--- src/hw/rtl/assert_macros.svh ---
// assertion macros used by the rtl core
`ifndef ASSERT_MACROS_SVH
`define ASSERT_MACROS_SVH

`ifndef NO_ASSERTIONS

// same-cycle implication
`define LFSP_ASSERT_NOW(lbl, clk, rst, ante, cons) \
   lbl: assert property (@(posedge clk) disable iff (rst) (ante) |-> (cons)) \
      else $error("assertion failed");

// next-cycle implication
`define LFSP_ASSERT_NEXT(lbl, clk, rst, ante, cons) \
   lbl: assert property (@(posedge clk) disable iff (rst) (ante) |=> (cons)) \
      else $error("assertion failed");

`else

`define LFSP_ASSERT_NOW(lbl, clk, rst, ante, cons)
`define LFSP_ASSERT_NEXT(lbl, clk, rst, ante, cons)

`endif

`endif

--- src/hw/rtl/lfsp_pkg.sv ---
package lfsp_pkg;

   // fixed field widths
   localparam int WORD_BITS    = 32;
   localparam int CMD_BITS     = 3;
   localparam int POS_BITS     = 5;
   localparam int COUNT_BITS   = 5;
   localparam int STATUS_BITS  = 2;
   localparam int CAP_BITS     = 5;
   localparam int DEFAULT_DEPTH = 16;

   localparam logic [CAP_BITS-1:0]  CAP_RESET = 5'd16;
   localparam logic [WORD_BITS-1:0] FAIL_WORD = '1;

   // command codes
   localparam logic [CMD_BITS-1:0] CMD_PUSH   = 3'd0;
   localparam logic [CMD_BITS-1:0] CMD_POP    = 3'd1;
   localparam logic [CMD_BITS-1:0] CMD_PEEK   = 3'd2;
   localparam logic [CMD_BITS-1:0] CMD_TOP    = 3'd3;
   localparam logic [CMD_BITS-1:0] CMD_BOTTOM = 3'd4;

   // status codes
   localparam logic [STATUS_BITS-1:0] STAT_OK     = 2'd0;
   localparam logic [STATUS_BITS-1:0] STAT_OVER   = 2'd1;
   localparam logic [STATUS_BITS-1:0] STAT_UNDER  = 2'd2;
   localparam logic [STATUS_BITS-1:0] STAT_BADPOS = 2'd3;

   // register index of capacity
   localparam logic REG_CAPACITY = 1'b0;

   // per-cycle shift controls broadcast to every cell
   typedef struct packed {
      logic push;   // entries move one cell toward the bottom
      logic pop;    // entries move one cell toward the top
      logic snap;   // read chain captures the entries
      logic scan;   // read chain moves one cell toward the top
   } lfsp_shift_type;

endpackage

--- src/hw/rtl/lfsp_ifs.sv ---
// request channel
interface lfsp_req_if;
   logic        valid;
   logic        ready;
   logic [2:0]  command;
   logic [31:0] push_value;
   logic [4:0]  position;

   modport source (output valid, command, push_value, position, input ready);
   modport sink   (input valid, command, push_value, position, output ready);
endinterface

// response channel
interface lfsp_rsp_if;
   logic        valid;
   logic        ready;
   logic [31:0] read_data;
   logic [1:0]  status;
   logic [4:0]  entry_count;
   logic        is_full;
   logic        is_empty;

   modport source (output valid, read_data, status, entry_count, is_full, is_empty,
                   input ready);
   modport sink   (input valid, read_data, status, entry_count, is_full, is_empty,
                   output ready);
endinterface

--- src/hw/rtl/lfsp_cell.sv ---
module lfsp_cell
   import lfsp_pkg::*;
(
   input  logic                 clock,
   input  lfsp_shift_type       shift,
   input  logic [WORD_BITS-1:0] from_above,
   input  logic [WORD_BITS-1:0] from_below,
   input  logic [WORD_BITS-1:0] chain_below,
   output logic [WORD_BITS-1:0] entry,
   output logic [WORD_BITS-1:0] chain
);

   logic [WORD_BITS-1:0] entry_ff;
   logic [WORD_BITS-1:0] chain_ff;

   // stack entry held by this cell
   always_ff @(posedge clock) begin
      if (shift.push) begin
         entry_ff <= from_above;
      end else if (shift.pop) begin
         entry_ff <= from_below;
      end
   end

   // read chain: snapshot, then walk toward the top one cell a cycle
   always_ff @(posedge clock) begin
      if (shift.snap) begin
         chain_ff <= entry_ff;
      end else if (shift.scan) begin
         chain_ff <= chain_below;
      end
   end

   assign entry = entry_ff;
   assign chain = chain_ff;

endmodule

--- src/hw/rtl/lfsp_csr.sv ---
module lfsp_csr
   import lfsp_pkg::*;
(
   input  logic                clock,
   input  logic                reset,
   input  logic                csr_psel,
   input  logic                csr_penable,
   input  logic                csr_pwrite,
   input  logic [2:0]          csr_paddr,
   input  logic [31:0]         csr_pwdata,
   output logic [31:0]         csr_prdata,
   output logic                csr_pready,
   output logic [CAP_BITS-1:0] capacity
);

   logic [CAP_BITS-1:0] cap_ff;
   logic                wr_en;

   assign csr_pready = 1'b1;
   assign wr_en = csr_psel && csr_penable && csr_pwrite && (csr_paddr[2] == REG_CAPACITY);

   // capacity register
   always_ff @(posedge clock) begin
      if (reset) begin
         cap_ff <= CAP_RESET;
      end else if (wr_en) begin
         cap_ff <= csr_pwdata[CAP_BITS-1:0];
      end
   end

   // read back
   always_comb begin
      if (csr_paddr[2] == REG_CAPACITY) begin
         csr_prdata = 32'(cap_ff);
      end else begin
         csr_prdata = '0;
      end
   end

   assign capacity = cap_ff;

endmodule

--- src/hw/rtl/lifo_stack_with_peek_core.sv ---
// push, pop, top read, spare codes and every rejected command: the response goes to the result stage,
// then the output register; a peek at position p snapshots the read chain, which walks p - 1 cells,
// and a bottom read walks count - 1 cells before the result stage; no transfer is taken during the walk,
// and the result stage must empty before the next transfer
// output register holds one waiting response; a second finished result blocks the input
// synchronous reset clears the count, capacity (to 16), and handshake state; entries are not cleared
`include "assert_macros.svh"

module lifo_stack_with_peek_core
   import lfsp_pkg::*;
#(
   parameter int DEPTH = DEFAULT_DEPTH
)
(
   input  logic        clock,
   input  logic        reset,
   lfsp_req_if.sink    req,
   lfsp_rsp_if.source  rsp,
   input  logic        csr_psel,
   input  logic        csr_penable,
   input  logic        csr_pwrite,
   input  logic [2:0]  csr_paddr,
   input  logic [31:0] csr_pwdata,
   output logic [31:0] csr_prdata,
   output logic        csr_pready
);

   localparam int CNT_W = $clog2(DEPTH + 1);
   localparam int CMP_W = (CNT_W > POS_BITS) ? CNT_W : POS_BITS;

   typedef enum logic {ST_IDLE, ST_SCAN} state_type;

   state_type               state_ff, state_in;
   logic [CNT_W-1:0]        fill_ff, fill_in;
   logic [CNT_W-1:0]        cnt_ff, cnt_in;

   logic                    res_valid_ff, res_valid_in;
   logic [WORD_BITS-1:0]    res_data_ff, res_data_in;
   logic [STATUS_BITS-1:0]  res_status_ff, res_status_in;
   logic [COUNT_BITS-1:0]   res_count_ff, res_count_in;
   logic                    res_full_ff, res_full_in;
   logic                    res_empty_ff, res_empty_in;

   logic                    out_valid_ff;
   logic [WORD_BITS-1:0]    out_data_ff;
   logic [STATUS_BITS-1:0]  out_status_ff;
   logic [COUNT_BITS-1:0]   out_count_ff;
   logic                    out_full_ff;
   logic                    out_empty_ff;

   logic [CAP_BITS-1:0]     capacity;
   logic [CMP_W-1:0]        cap_eff;
   logic [CMP_W-1:0]        fill_w;
   logic [CMP_W-1:0]        fill_in_w;
   logic [CMP_W-1:0]        pos_w;
   logic                    is_full_now;
   logic                    accept;
   logic                    push_ok;
   logic                    res_move;
   lfsp_shift_type          shift;

   logic [WORD_BITS-1:0]    entry [DEPTH];
   logic [WORD_BITS-1:0]    chain [DEPTH];

   // configuration register
   lfsp_csr u_csr (
      .clock       (clock),
      .reset       (reset),
      .csr_psel    (csr_psel),
      .csr_penable (csr_penable),
      .csr_pwrite  (csr_pwrite),
      .csr_paddr   (csr_paddr),
      .csr_pwdata  (csr_pwdata),
      .csr_prdata  (csr_prdata),
      .csr_pready  (csr_pready),
      .capacity    (capacity)
   );

   // capacity clamped to 1..DEPTH
   always_comb begin
      if (capacity == '0) begin
         cap_eff = CMP_W'(1);
      end else if (CMP_W'(capacity) > CMP_W'(DEPTH)) begin
         cap_eff = CMP_W'(DEPTH);
      end else begin
         cap_eff = CMP_W'(capacity);
      end
   end

   assign fill_w      = CMP_W'(fill_ff);
   assign fill_in_w   = CMP_W'(fill_in);
   assign pos_w       = CMP_W'(req.position);
   assign is_full_now = (fill_w >= cap_eff);

   assign req.ready = (state_ff == ST_IDLE) && !res_valid_ff;
   assign accept    = req.valid && req.ready;
   assign push_ok   = accept && (req.command == CMD_PUSH) && !is_full_now;
   assign res_move  = res_valid_ff && (!out_valid_ff || rsp.ready);

   // row of cells, top of stack in cell 0
   for (genvar i = 0; i < DEPTH; i++) begin : g_cell
      logic [WORD_BITS-1:0] above;
      logic [WORD_BITS-1:0] below;
      logic [WORD_BITS-1:0] chain_below;

      if (i == 0) begin : g_top
         assign above = req.push_value;
      end else begin : g_mid
         assign above = entry[i-1];
      end

      if (i == DEPTH - 1) begin : g_last
         assign below       = '0;
         assign chain_below = '0;
      end else begin : g_inner
         assign below       = entry[i+1];
         assign chain_below = chain[i+1];
      end

      lfsp_cell u_cell (
         .clock       (clock),
         .shift       (shift),
         .from_above  (above),
         .from_below  (below),
         .chain_below (chain_below),
         .entry       (entry[i]),
         .chain       (chain[i])
      );
   end

   // command decode and next state
   always_comb begin
      state_in      = state_ff;
      fill_in       = fill_ff;
      cnt_in        = cnt_ff;
      shift         = '0;
      res_data_in   = res_data_ff;
      res_status_in = res_status_ff;
      res_valid_in  = res_move ? 1'b0 : res_valid_ff;

      unique case (state_ff)
         ST_IDLE: begin
            if (accept) begin
               res_valid_in  = 1'b1;
               res_data_in   = '0;
               res_status_in = STAT_OK;
               case (req.command)
                  CMD_PUSH: begin
                     if (is_full_now) begin
                        res_status_in = STAT_OVER;
                     end else begin
                        shift.push = 1'b1;
                        fill_in    = fill_ff + 1'b1;
                     end
                  end
                  CMD_POP: begin
                     if (fill_ff == '0) begin
                        res_status_in = STAT_UNDER;
                        res_data_in   = FAIL_WORD;
                     end else begin
                        shift.pop   = 1'b1;
                        fill_in     = fill_ff - 1'b1;
                        res_data_in = entry[0];
                     end
                  end
                  CMD_PEEK: begin
                     if (pos_w == '0 || pos_w > fill_w) begin
                        res_status_in = STAT_BADPOS;
                        res_data_in   = FAIL_WORD;
                     end else begin
                        shift.snap   = 1'b1;
                        cnt_in       = CNT_W'(pos_w - 1'b1);
                        state_in     = ST_SCAN;
                        res_valid_in = 1'b0;
                     end
                  end
                  CMD_TOP: begin
                     if (fill_ff == '0) begin
                        res_status_in = STAT_UNDER;
                        res_data_in   = FAIL_WORD;
                     end else begin
                        res_data_in = entry[0];
                     end
                  end
                  CMD_BOTTOM: begin
                     if (fill_ff == '0) begin
                        res_status_in = STAT_UNDER;
                        res_data_in   = FAIL_WORD;
                     end else begin
                        shift.snap   = 1'b1;
                        cnt_in       = fill_ff - 1'b1;
                        state_in     = ST_SCAN;
                        res_valid_in = 1'b0;
                     end
                  end
                  default: begin
                  end
               endcase
            end
         end
         ST_SCAN: begin
            if (cnt_ff == '0) begin
               res_valid_in  = 1'b1;
               res_data_in   = chain[0];
               res_status_in = STAT_OK;
               state_in      = ST_IDLE;
            end else begin
               shift.scan = 1'b1;
               cnt_in     = cnt_ff - 1'b1;
            end
         end
         default: begin
            state_in = ST_IDLE;
         end
      endcase

      res_count_in = COUNT_BITS'(fill_in);
      res_full_in  = (fill_in_w >= cap_eff);
      res_empty_in = (fill_in == '0);
   end

   // state, result stage and output register
   always_ff @(posedge clock) begin
      if (reset) begin
         state_ff     <= ST_IDLE;
         fill_ff      <= '0;
         cnt_ff       <= '0;
         res_valid_ff <= 1'b0;
         out_valid_ff <= 1'b0;
      end else begin
         state_ff     <= state_in;
         fill_ff      <= fill_in;
         cnt_ff       <= cnt_in;
         res_valid_ff <= res_valid_in;
         if (res_move) begin
            out_valid_ff <= 1'b1;
         end else if (rsp.ready) begin
            out_valid_ff <= 1'b0;
         end
      end
      if (res_valid_in && !res_valid_ff) begin
         res_data_ff   <= res_data_in;
         res_status_ff <= res_status_in;
         res_count_ff  <= res_count_in;
         res_full_ff   <= res_full_in;
         res_empty_ff  <= res_empty_in;
      end
      if (res_move) begin
         out_data_ff   <= res_data_ff;
         out_status_ff <= res_status_ff;
         out_count_ff  <= res_count_ff;
         out_full_ff   <= res_full_ff;
         out_empty_ff  <= res_empty_ff;
      end
   end

   assign rsp.valid       = out_valid_ff;
   assign rsp.read_data   = out_data_ff;
   assign rsp.status      = out_status_ff;
   assign rsp.entry_count = out_count_ff;
   assign rsp.is_full     = out_full_ff;
   assign rsp.is_empty    = out_empty_ff;

   // checks
   `LFSP_ASSERT_NOW(a_fill_bound, clock, reset, 1'b1, fill_w <= CMP_W'(DEPTH))
   `LFSP_ASSERT_NEXT(a_push_grows, clock, reset, push_ok, fill_ff == $past(fill_ff) + 1'b1)
   `LFSP_ASSERT_NEXT(a_scan_frozen, clock, reset, state_ff == ST_SCAN, $stable(fill_ff))
   `LFSP_ASSERT_NOW(a_empty_flag, clock, reset, rsp.valid, rsp.is_empty == (rsp.entry_count == '0))

endmodule

--- src/flat_wrapper.sv ---
// flat-port wrapper written by rule: the top's interface ports become plain ports
module lifo_stack_with_peek_core_flat import lfsp_pkg::*;
#(
   parameter int DEPTH = DEFAULT_DEPTH
)
  (clock, reset, csr_psel, csr_penable, csr_pwrite, csr_paddr, csr_pwdata, csr_prdata, csr_pready, req_valid, req_command, req_push_value, req_position, req_ready, rsp_valid, rsp_read_data, rsp_status, rsp_entry_count, rsp_is_full, rsp_is_empty, rsp_ready);
  lfsp_req_if req_i ();
  lfsp_rsp_if rsp_i ();
  input  logic clock;
  input  logic reset;
  input  logic csr_psel;
  input  logic csr_penable;
  input  logic csr_pwrite;
  input  logic [2:0] csr_paddr;
  input  logic [31:0] csr_pwdata;
  output logic [31:0] csr_prdata;
  output logic csr_pready;
  input wire logic [$bits(req_i.valid)-1:0] req_valid;
  input wire logic [$bits(req_i.command)-1:0] req_command;
  input wire logic [$bits(req_i.push_value)-1:0] req_push_value;
  input wire logic [$bits(req_i.position)-1:0] req_position;
  output wire logic [$bits(req_i.ready)-1:0] req_ready;
  output wire logic [$bits(rsp_i.valid)-1:0] rsp_valid;
  output wire logic [$bits(rsp_i.read_data)-1:0] rsp_read_data;
  output wire logic [$bits(rsp_i.status)-1:0] rsp_status;
  output wire logic [$bits(rsp_i.entry_count)-1:0] rsp_entry_count;
  output wire logic [$bits(rsp_i.is_full)-1:0] rsp_is_full;
  output wire logic [$bits(rsp_i.is_empty)-1:0] rsp_is_empty;
  input wire logic [$bits(rsp_i.ready)-1:0] rsp_ready;
  assign req_i.valid = req_valid;
  assign req_i.command = req_command;
  assign req_i.push_value = req_push_value;
  assign req_i.position = req_position;
  assign req_ready = req_i.ready;
  assign rsp_valid = rsp_i.valid;
  assign rsp_read_data = rsp_i.read_data;
  assign rsp_status = rsp_i.status;
  assign rsp_entry_count = rsp_i.entry_count;
  assign rsp_is_full = rsp_i.is_full;
  assign rsp_is_empty = rsp_i.is_empty;
  assign rsp_i.ready = rsp_ready;
  lifo_stack_with_peek_core #(.DEPTH(DEPTH)) u_core (.clock(clock), .reset(reset), .req(req_i), .rsp(rsp_i), .csr_psel(csr_psel), .csr_penable(csr_penable), .csr_pwrite(csr_pwrite), .csr_paddr(csr_paddr), .csr_pwdata(csr_pwdata), .csr_prdata(csr_prdata), .csr_pready(csr_pready));
endmodule
--- config.mk ---
export PLATFORM = sky130hd
export DESIGN_NAME = lifo_stack_with_peek_core_flat
export DESIGN_NICKNAME = d
export VERILOG_FILES = /design/src/hw/rtl/lfsp_pkg.sv /design/src/hw/rtl/lfsp_ifs.sv /design/src/hw/rtl/lfsp_cell.sv /design/src/hw/rtl/lfsp_csr.sv /design/src/hw/rtl/lifo_stack_with_peek_core.sv /design/src/flat_wrapper.sv
export VERILOG_INCLUDE_DIRS = /design/src /design/src/hw/rtl
export SDC_FILE = /design/constraint.sdc
export NUM_CORES = 1
export LEC_CHECK = 0
export BUFFER_PORTS_ARGS = -buffer_cell sky130_fd_sc_hd__buf_2
export CAP_MARGIN = 20
export CORE_UTILIZATION = 25
export CTS_BUF_LIST = sky130_fd_sc_hd__clkbuf_4 sky130_fd_sc_hd__clkbuf_8
export CTS_CLUSTER_SIZE = 25
export DETAILED_ROUTE_END_ITERATION = 10
export GPL_ROUTABILITY_DRIVEN = 0
export GPL_TIMING_DRIVEN = 0
export PLACE_DENSITY = 0.51
export SLEW_MARGIN = 0
export SYNTH_ARGS = -nofsm -noshare
export SYNTH_HDL_FRONTEND = slang
export SYNTH_SLANG_ARGS = --single-unit
--- constraint.sdc ---
create_clock -name clock -period 34.2 [get_ports clock]
set_input_delay 5.13 -clock clock [delete_from_list [all_inputs] [get_ports clock]]
set_output_delay 5.13 -clock clock [all_outputs]
set_load 0.03 [all_outputs]
* After elaboration in Yosys (flattened, before gate mapping)
Cells that the tools add are included.
** Operators by class
- Add/subtract/negate cells :: 4
- $mul :: 0
- Div/mod/pow operators :: 0
- Order comparisons :: 4
- Eq/ne operators :: 10
- Shifts and indexed selects :: 0
- Mux-type cells :: 113
- Bitwise logic cells :: 2
- Reduce and logical (&&, ||, !) cells :: 24
** Operator list (number)
- $mux W32 :: 69
- $pmux W32 S3 :: 1
- $pmux W32 S2 :: 1
- $mux W5 :: 11
- $pmux W5 S2 :: 3
- $logic_not A5 Y1 :: 5
- $mux W1 :: 16
- $sub A5 B1 Y5 const B :: 3
- $ge A5 B5 Y1 :: 2
- $ne A3 B3 Y1 const B :: 3
- $mux W2 :: 4
- $pmux W1 S2 :: 4
- $logic_and A1 B1 Y1 :: 7
- $eq A3 B2 Y1 const B :: 2
- $mux W3 :: 2
- $pmux W2 S3 :: 1
- $reduce_bool A2 Y1 :: 3
- $add A5 B1 Y5 const B :: 1
- $gt A5 B5 Y1 :: 1
- $gt A5 B5 Y1 const B :: 1
- $reduce_and A5 Y1 :: 1
- $ne A2 B2 Y1 const B :: 2
- $pmux W2 S2 :: 1
- $eq A3 B1 Y1 const B :: 1
- 9 further kinds :: 12
** Storage, ports and cells
- Register bits after elaboration :: 1124
- Bits in latches :: 0
- RAM bits :: 0
- Bits in read-only memories :: 0
- Input bits :: 82
- Output and inout bits :: 76
- Logic and storage cells :: 205
- Memories kept :: 0

* Longest topological paths before layout
- Depth after elaboration :: 10
- Depth in mapped cells :: 16
- Depth with buffers taken out :: 16

* Modules after synthesis
A second synthesis with hierarchy kept.
** Second synthesis, totals
- Cells, all modules :: 2613
- Area, all modules :: 53201.0 sq um
** Modules (own cells, without submodules)
- lfsp_cell :: times used 16, cells each 138, area each 3015.4 sq um, sequential area each 1921.8 sq um
- lifo_stack_with_peek_core :: times used 1, cells each 347, area each 4460.5 sq um, sequential area each 2722.6 sq um
- lfsp_csr :: times used 1, cells each 58, area each 494.2 sq um, sequential area each 100.1 sq um

* Worst setup path after synthesis
Ideal clock, no wire load.
- Path type :: input -> register
- From :: in req_command[1]
- To :: reg u_core.g_cell[0].u_cell.entry_ff[0] (enable)
- Library setup time :: 1.402 ns
- Arrival time :: 27.240 ns
- Required time :: 32.798 ns
- Slack :: 5.558 ns
- Stages :: 5
- Path buffers :: 2
- Path through :: clkbuf_1 or2_2 or2_0 clkbuf_1 nor2_1
** On the way
- Word-level cells in the longest chain between the ends :: 5
- Elaborated cells on any way between the ends :: 7
- Classes of those cells :: eq/ne: 1; mux: 4; reduce/logical: 2
** RTL lines
- from (decl) :: line flat_wrapper.sv:19 : input wire logic [$bits(req_i.command)-1:0] req_command;
- $eq A3 B1 Y1 / $logic_not A3 Y1 (equally long branches)
- $mux W1 :: line lifo_stack_with_peek_core.sv:147 : case (req.command)
- $mux W3 * :: line lifo_stack_with_peek_core.sv:143 : if (accept) begin
- $mux W3 * :: line lifo_stack_with_peek_core.sv:141 : unique case (state_ff)
- $reduce_bool A2 Y1 (no source line) *
- to (signal assigned) :: line lfsp_cell.sv:19 : entry_ff <= from_above;
- to (signal assigned) :: line lfsp_cell.sv:21 : entry_ff <= from_below;
- to (decl) :: line lfsp_cell.sv:13 : logic [WORD_BITS-1:0] entry_ff;
Every way passes the cells marked *; elsewhere a longest branch is shown, timed or not.
A chain may end at the register's enable or synchronous reset.

* Final worst setup path
- From :: in csr_paddr[2]
- To :: out csr_prdata[3]
** On the way
- Word-level cells in the longest chain between the ends :: 1
** RTL lines
- from (decl) :: line flat_wrapper.sv:14 : input logic [2:0] csr_paddr;
- $mux W5 :: line lfsp_csr.sv:33 : if (csr_paddr[2] == REG_CAPACITY) begin
- to (decl) :: line flat_wrapper.sv:16 : output logic [31:0] csr_prdata;
No other way between the ends.

==> reports/summary.md <==
The number of ports placed on the die boundary came out at 158. The final reports fail on design-rule violations. The worst register-to-register path ends at u_core.g_cell[13].u_cell.entry[5]. In the layout the commonest cells are 1455 x sky130_fd_sc_hd__nand2_1, 1106 x sky130_fd_sc_hd__edfxtp_1, 443 x sky130_fd_sc_hd__mux2_2, 190 x sky130_fd_sc_hd__clkbuf_8, 162 x sky130_fd_sc_hd__buf_2.

The arrival time of the worst setup path came out at 5.57 ns. The final period utilization came out at 31.3%. Worst-skew pair later-pin latency: 0.88 ns. The maximum number of buffers from clock root to sink came out at 3. Critical setup path kind: input port to primary output. The post-layout minimum cycle time came out at 10.70 ns. Classification of the worst-slack hold path: flop to flop. The clock net in this run drives a total of 1124 sinks.

The measured slew at the worst slew-check pin is 0.923 ns. At the end of the flow, the number of nets in the layout was 4011. The cell area that synthesis handed to floorplanning was 47700 µm². Library cell appearing most often on the critical path: sky130_fd_sc_hd__buf_2. The worst setup path is launched from an input port.

The design draws 2.77 mW. The routed layout has 26200 vias. Summing all non-filler instances in the final layout gives an area of 55500 µm². Flip-flop cell with the highest count after synthesis: sky130_fd_sc_hd__edfxtp_1.

The tools report the layout filler cell count as 19400. After clock tree synthesis, the clock-pin slew on the worst setup and hold paths is 0.05 ns. TritonCTS built the clock tree. The signal on the critical path passes through buf_2 > nor2b_1 > buf_2. The logs give 190000 µm² for the standard cell core area and 11.3% for the combined global-route utilization of all metal layers. The total overflow left after global routing is 0.

The met1 global-route usage was 13.0%; the count of state elements after synthesis was 1124. Dividing the detail-routed via count by the number of cells gives 4.01. Derived from the worst setup path, the maximum achievable clock frequency is 0.0934 GHz. In the global route stage, met3 resource usage came out at 2.09%. The hold violation total from the final report was 0; the worst hold margin was 0.416 ns. Input and output buffers added on the ports amount to 97. The width of the die is 439 µm. IR analysis of the VDD net gives a maximum drop of 0.0365 mV. The number of buffers inserted to repair setup after CTS came out at 0.

The run gives 0.0243 ns as the worst clock skew on the final layout. The routed wire length per instance came out at 16.6 µm. Once the floorplan was initialized, standard cells occupied 25.1% of the core. The worst register-to-register path has a depth of 17. The reg-to-reg setup timing slack came out at 29.44 ns.

The number of buffers and inverters on the critical path is 2. Setup repair after global routing left no endpoint under its margin. Via count of the first global-routing pass: 28500. The tools report the area taken by flip-flops and latches as 33600 µm². The flow ran to the end, but the final reports show violations.

The critical-path cell with the highest stage delay was sky130_fd_sc_hd__buf_2. Summed over all cells, the static leakage comes to 20.6 nW. The initial antenna violation count is 5. In this run the critical register-to-register path is launched from u_core.u_csr.capacity[1].

The clock root buffer master is sky130_fd_sc_hd__clkbuf_8. The busiest layer in global routing was met2. Along the worst path, the maximum fanout reaches 6. Residual antenna-violating net count after detailed routing: 0.

Relative to the synthesized area, the layout overhead comes to 16.3%. The number of placement rows was 160; the worst stage delay on the critical path was 0.20 ns. Once detailed placement completed, the half-perimeter wirelength came to 78000 µm.

For this run, global-route usage on met2 was measured as 20.9%. Deepest level of the CTS H-tree: 4. The die outline area is 193000 µm², and the required time at the worst-slack endpoint is 29.07 ns.

The Yosys step of the flow raised 0 warnings. The average instance in the mapped netlist occupies 13.4 µm². The logs give 2 for the post-detailed-route DRC marker count and 52200 µm² for the total cell area at the placement stage.

The number of setup violations in the final report is 0, and the overall die height is 439 µm. The detailed router's first-iteration violation count was 1502; the clock buffer count from CTS was 183. The number of different library cells in the post-synthesis netlist was 55; the number of synthesized flops with an enable pin was 1106.

The first global-routing pass estimated 169000 µm of wire. Entering global routing, the biggest net connects 114 pins. Synthesis produced 3570 cells. Wires add up to 108000 µm. The number of max-cap violations is 0, and the worst hold path stage count is 0. Cells with a size suffix above 1 make up 24.7% of the layout. The combined area of the multi-input logic cells was 13000 µm². In the synthesized netlist the async set-or-reset flop fraction comes to 0%.

Dividing total power by cell area gives a power density of 49.9 nW/µm². The worst hold path begins at u_core.res_data_ff[10]. Sort of element at the end of the critical path: a primary output. The logs give 0 for the number of max-slew violations in the final report and 0 for the quantity of gates resized following cts. For the fraction of the yosys area taken by sequential cells, the log shows 70.3%. The run gives 38.3% as the worst slew margin relative to its limit. The family of cells with the greatest summed delay on the critical path was buffers and inverters. The first-pass iteration count of the detailed router is 8. The library cell used most frequently in the layout, excluding fill and tap cells, is sky130_fd_sc_hd__nand2_1. In this run, post-CTS hold repair placed 0 buffers. For hold timing, the worst endpoint is u_core.rsp.read_data[10].
through the flow:
stage	setup WS [ns]	util [%]	cells	TNS, ns
final	23.50	29.2	6548	0
after global routing	23.45	29.2	6547	0
after CTS	23.48	29.2	6546	0
after detailed placement	23.48	27.5	6235	0
after global placement	-8.32	27.1	6204	-4202.09
after floorplan	5.56	-	3596	0
metal layers:
metal  up-vias  wire [µm]
li1      13200          -
met1     12500      45700
met2       390      57500
met3       141       3290
met4         0       1910
met5         -          0
synthesized netlist by cell type, types with 2 or more instances:
| master | instances | area [µm²] |
|---|---|---|
| sky130_fd_sc_hd__nand2_1 | 1455 | 5460 |
| sky130_fd_sc_hd__edfxtp_1 | 1106 | 33200 |
| sky130_fd_sc_hd__mux2_2 | 443 | 4990 |
| sky130_fd_sc_hd__clkbuf_1 | 75 | 282 |
| sky130_fd_sc_hd__buf_2 | 65 | 325 |
| sky130_fd_sc_hd__buf_4 | 51 | 383 |
| sky130_fd_sc_hd__mux2_1 | 38 | 428 |
| sky130_fd_sc_hd__and2_1 | 34 | 213 |
| sky130_fd_sc_hd__and3_1 | 34 | 213 |
| sky130_fd_sc_hd__a221o_1 | 32 | 320 |
| sky130_fd_sc_hd__nor2_1 | 29 | 109 |
| sky130_fd_sc_hd__buf_6 | 23 | 259 |
| sky130_fd_sc_hd__ha_1 | 20 | 250 |
| sky130_fd_sc_hd__dfxtp_1 | 18 | 360 |
| sky130_fd_sc_hd__inv_1 | 17 | 63.8 |
| sky130_fd_sc_hd__o21ai_0 | 17 | 85.1 |
| sky130_fd_sc_hd__a21oi_1 | 15 | 75.1 |
| sky130_fd_sc_hd__nor2b_1 | 11 | 68.8 |
| sky130_fd_sc_hd__nand2b_1 | 10 | 62.6 |
| sky130_fd_sc_hd__nor3_1 | 9 | 45.0 |
| sky130_fd_sc_hd__mux2i_1 | 6 | 60.1 |
| sky130_fd_sc_hd__nand3_1 | 6 | 30.0 |
| sky130_fd_sc_hd__a31oi_1 | 4 | 25.0 |
| sky130_fd_sc_hd__a211o_1 | 3 | 26.3 |
| sky130_fd_sc_hd__a211oi_1 | 3 | 22.5 |
| sky130_fd_sc_hd__a21o_1 | 3 | 22.5 |
| sky130_fd_sc_hd__nor3b_1 | 3 | 22.5 |
| sky130_fd_sc_hd__o31ai_1 | 3 | 22.5 |
| sky130_fd_sc_hd__a21boi_0 | 2 | 15.0 |
| sky130_fd_sc_hd__buf_1 | 2 | 7.51 |
| sky130_fd_sc_hd__conb_1 | 2 | 7.51 |
| sky130_fd_sc_hd__nor4b_2 | 2 | 30.0 |
| sky130_fd_sc_hd__o211ai_1 | 2 | 15.0 |
| sky130_fd_sc_hd__o21a_1 | 2 | 15.0 |
| sky130_fd_sc_hd__o31a_1 | 2 | 17.5 |
| sky130_fd_sc_hd__or3_1 | 2 | 12.5 |
| sky130_fd_sc_hd__or3b_1 | 2 | 17.5 |
| sky130_fd_sc_hd__xor2_1 | 2 | 17.5 |
registers in the layout (all words and copies together) (netlist names), 5 cells and up:
name,cells
u_core.g_cell.u_cell.chain,512
u_core.g_cell.u_cell.entry,512
u_core.res_data_ff,32
u_core.rsp.read_data,32
u_core.cnt_ff,5
u_core.fill_ff,5
u_core.res_count_ff,5
u_core.rsp.entry_count,5
u_core.u_csr.capacity,5
report_power, final:
part	switching (mW)	total (mW)	internal, mW
registers	0.0128	1.55	1.54
clock network	0.529	1.10	0.572
logic	0.0766	0.118	0.0416
total	0.618	2.77	2.15
worst reg2reg max path: cells and delay by family (launching register included):
kind / cells / cell delay, ns
flops: 1 / 0.33
simple gates: 5 / 1.31
fa+ha+maj: 1 / 0.26
buf+inv: 9 / 2.10
compound gates: 2 / 0.45
cell families (layout without fill, tap and decap cells):
kind of cell	after synthesis	in the layout	synth area share, %
flops	1124	1124	70.3
xor+xnor	3	3	0.0550
fa+ha+maj	20	20	0.524
simple gates	1604	1604	13.3
buf+inv	233	672	2.76
mux	487	487	11.5
compound gates	97	97	1.56
other cells	2	30	0.0157
final cells by class:
class,instances,share of cell area [%]
well taps,2511,5.66
flip-flops and latches,1124,60.5
clock inverters,64,0.548
clock buffers,247,5.48
inverters,17,0.128
multi-input cells,2239,23.4
plain buffers,216,2.26
diodes,2,0.00901
repair buffers,128,2.07
worst max-delay path by stage:
stage | from | endpoint | depth (start not counted)
floorplan | req_command[1] | u_core.g_cell[0].u_cell.entry[0] | 5
global placement | req_valid | u_core.g_cell[14].u_cell.entry[18] | 5
detailed placement | csr_paddr[2] | csr_prdata[3] | 3
CTS | csr_paddr[2] | csr_prdata[3] | 3
global route | csr_paddr[2] | csr_prdata[2] | 3
finish | csr_paddr[2] | csr_prdata[3] | 3
(Power assumes the default switching activity.)
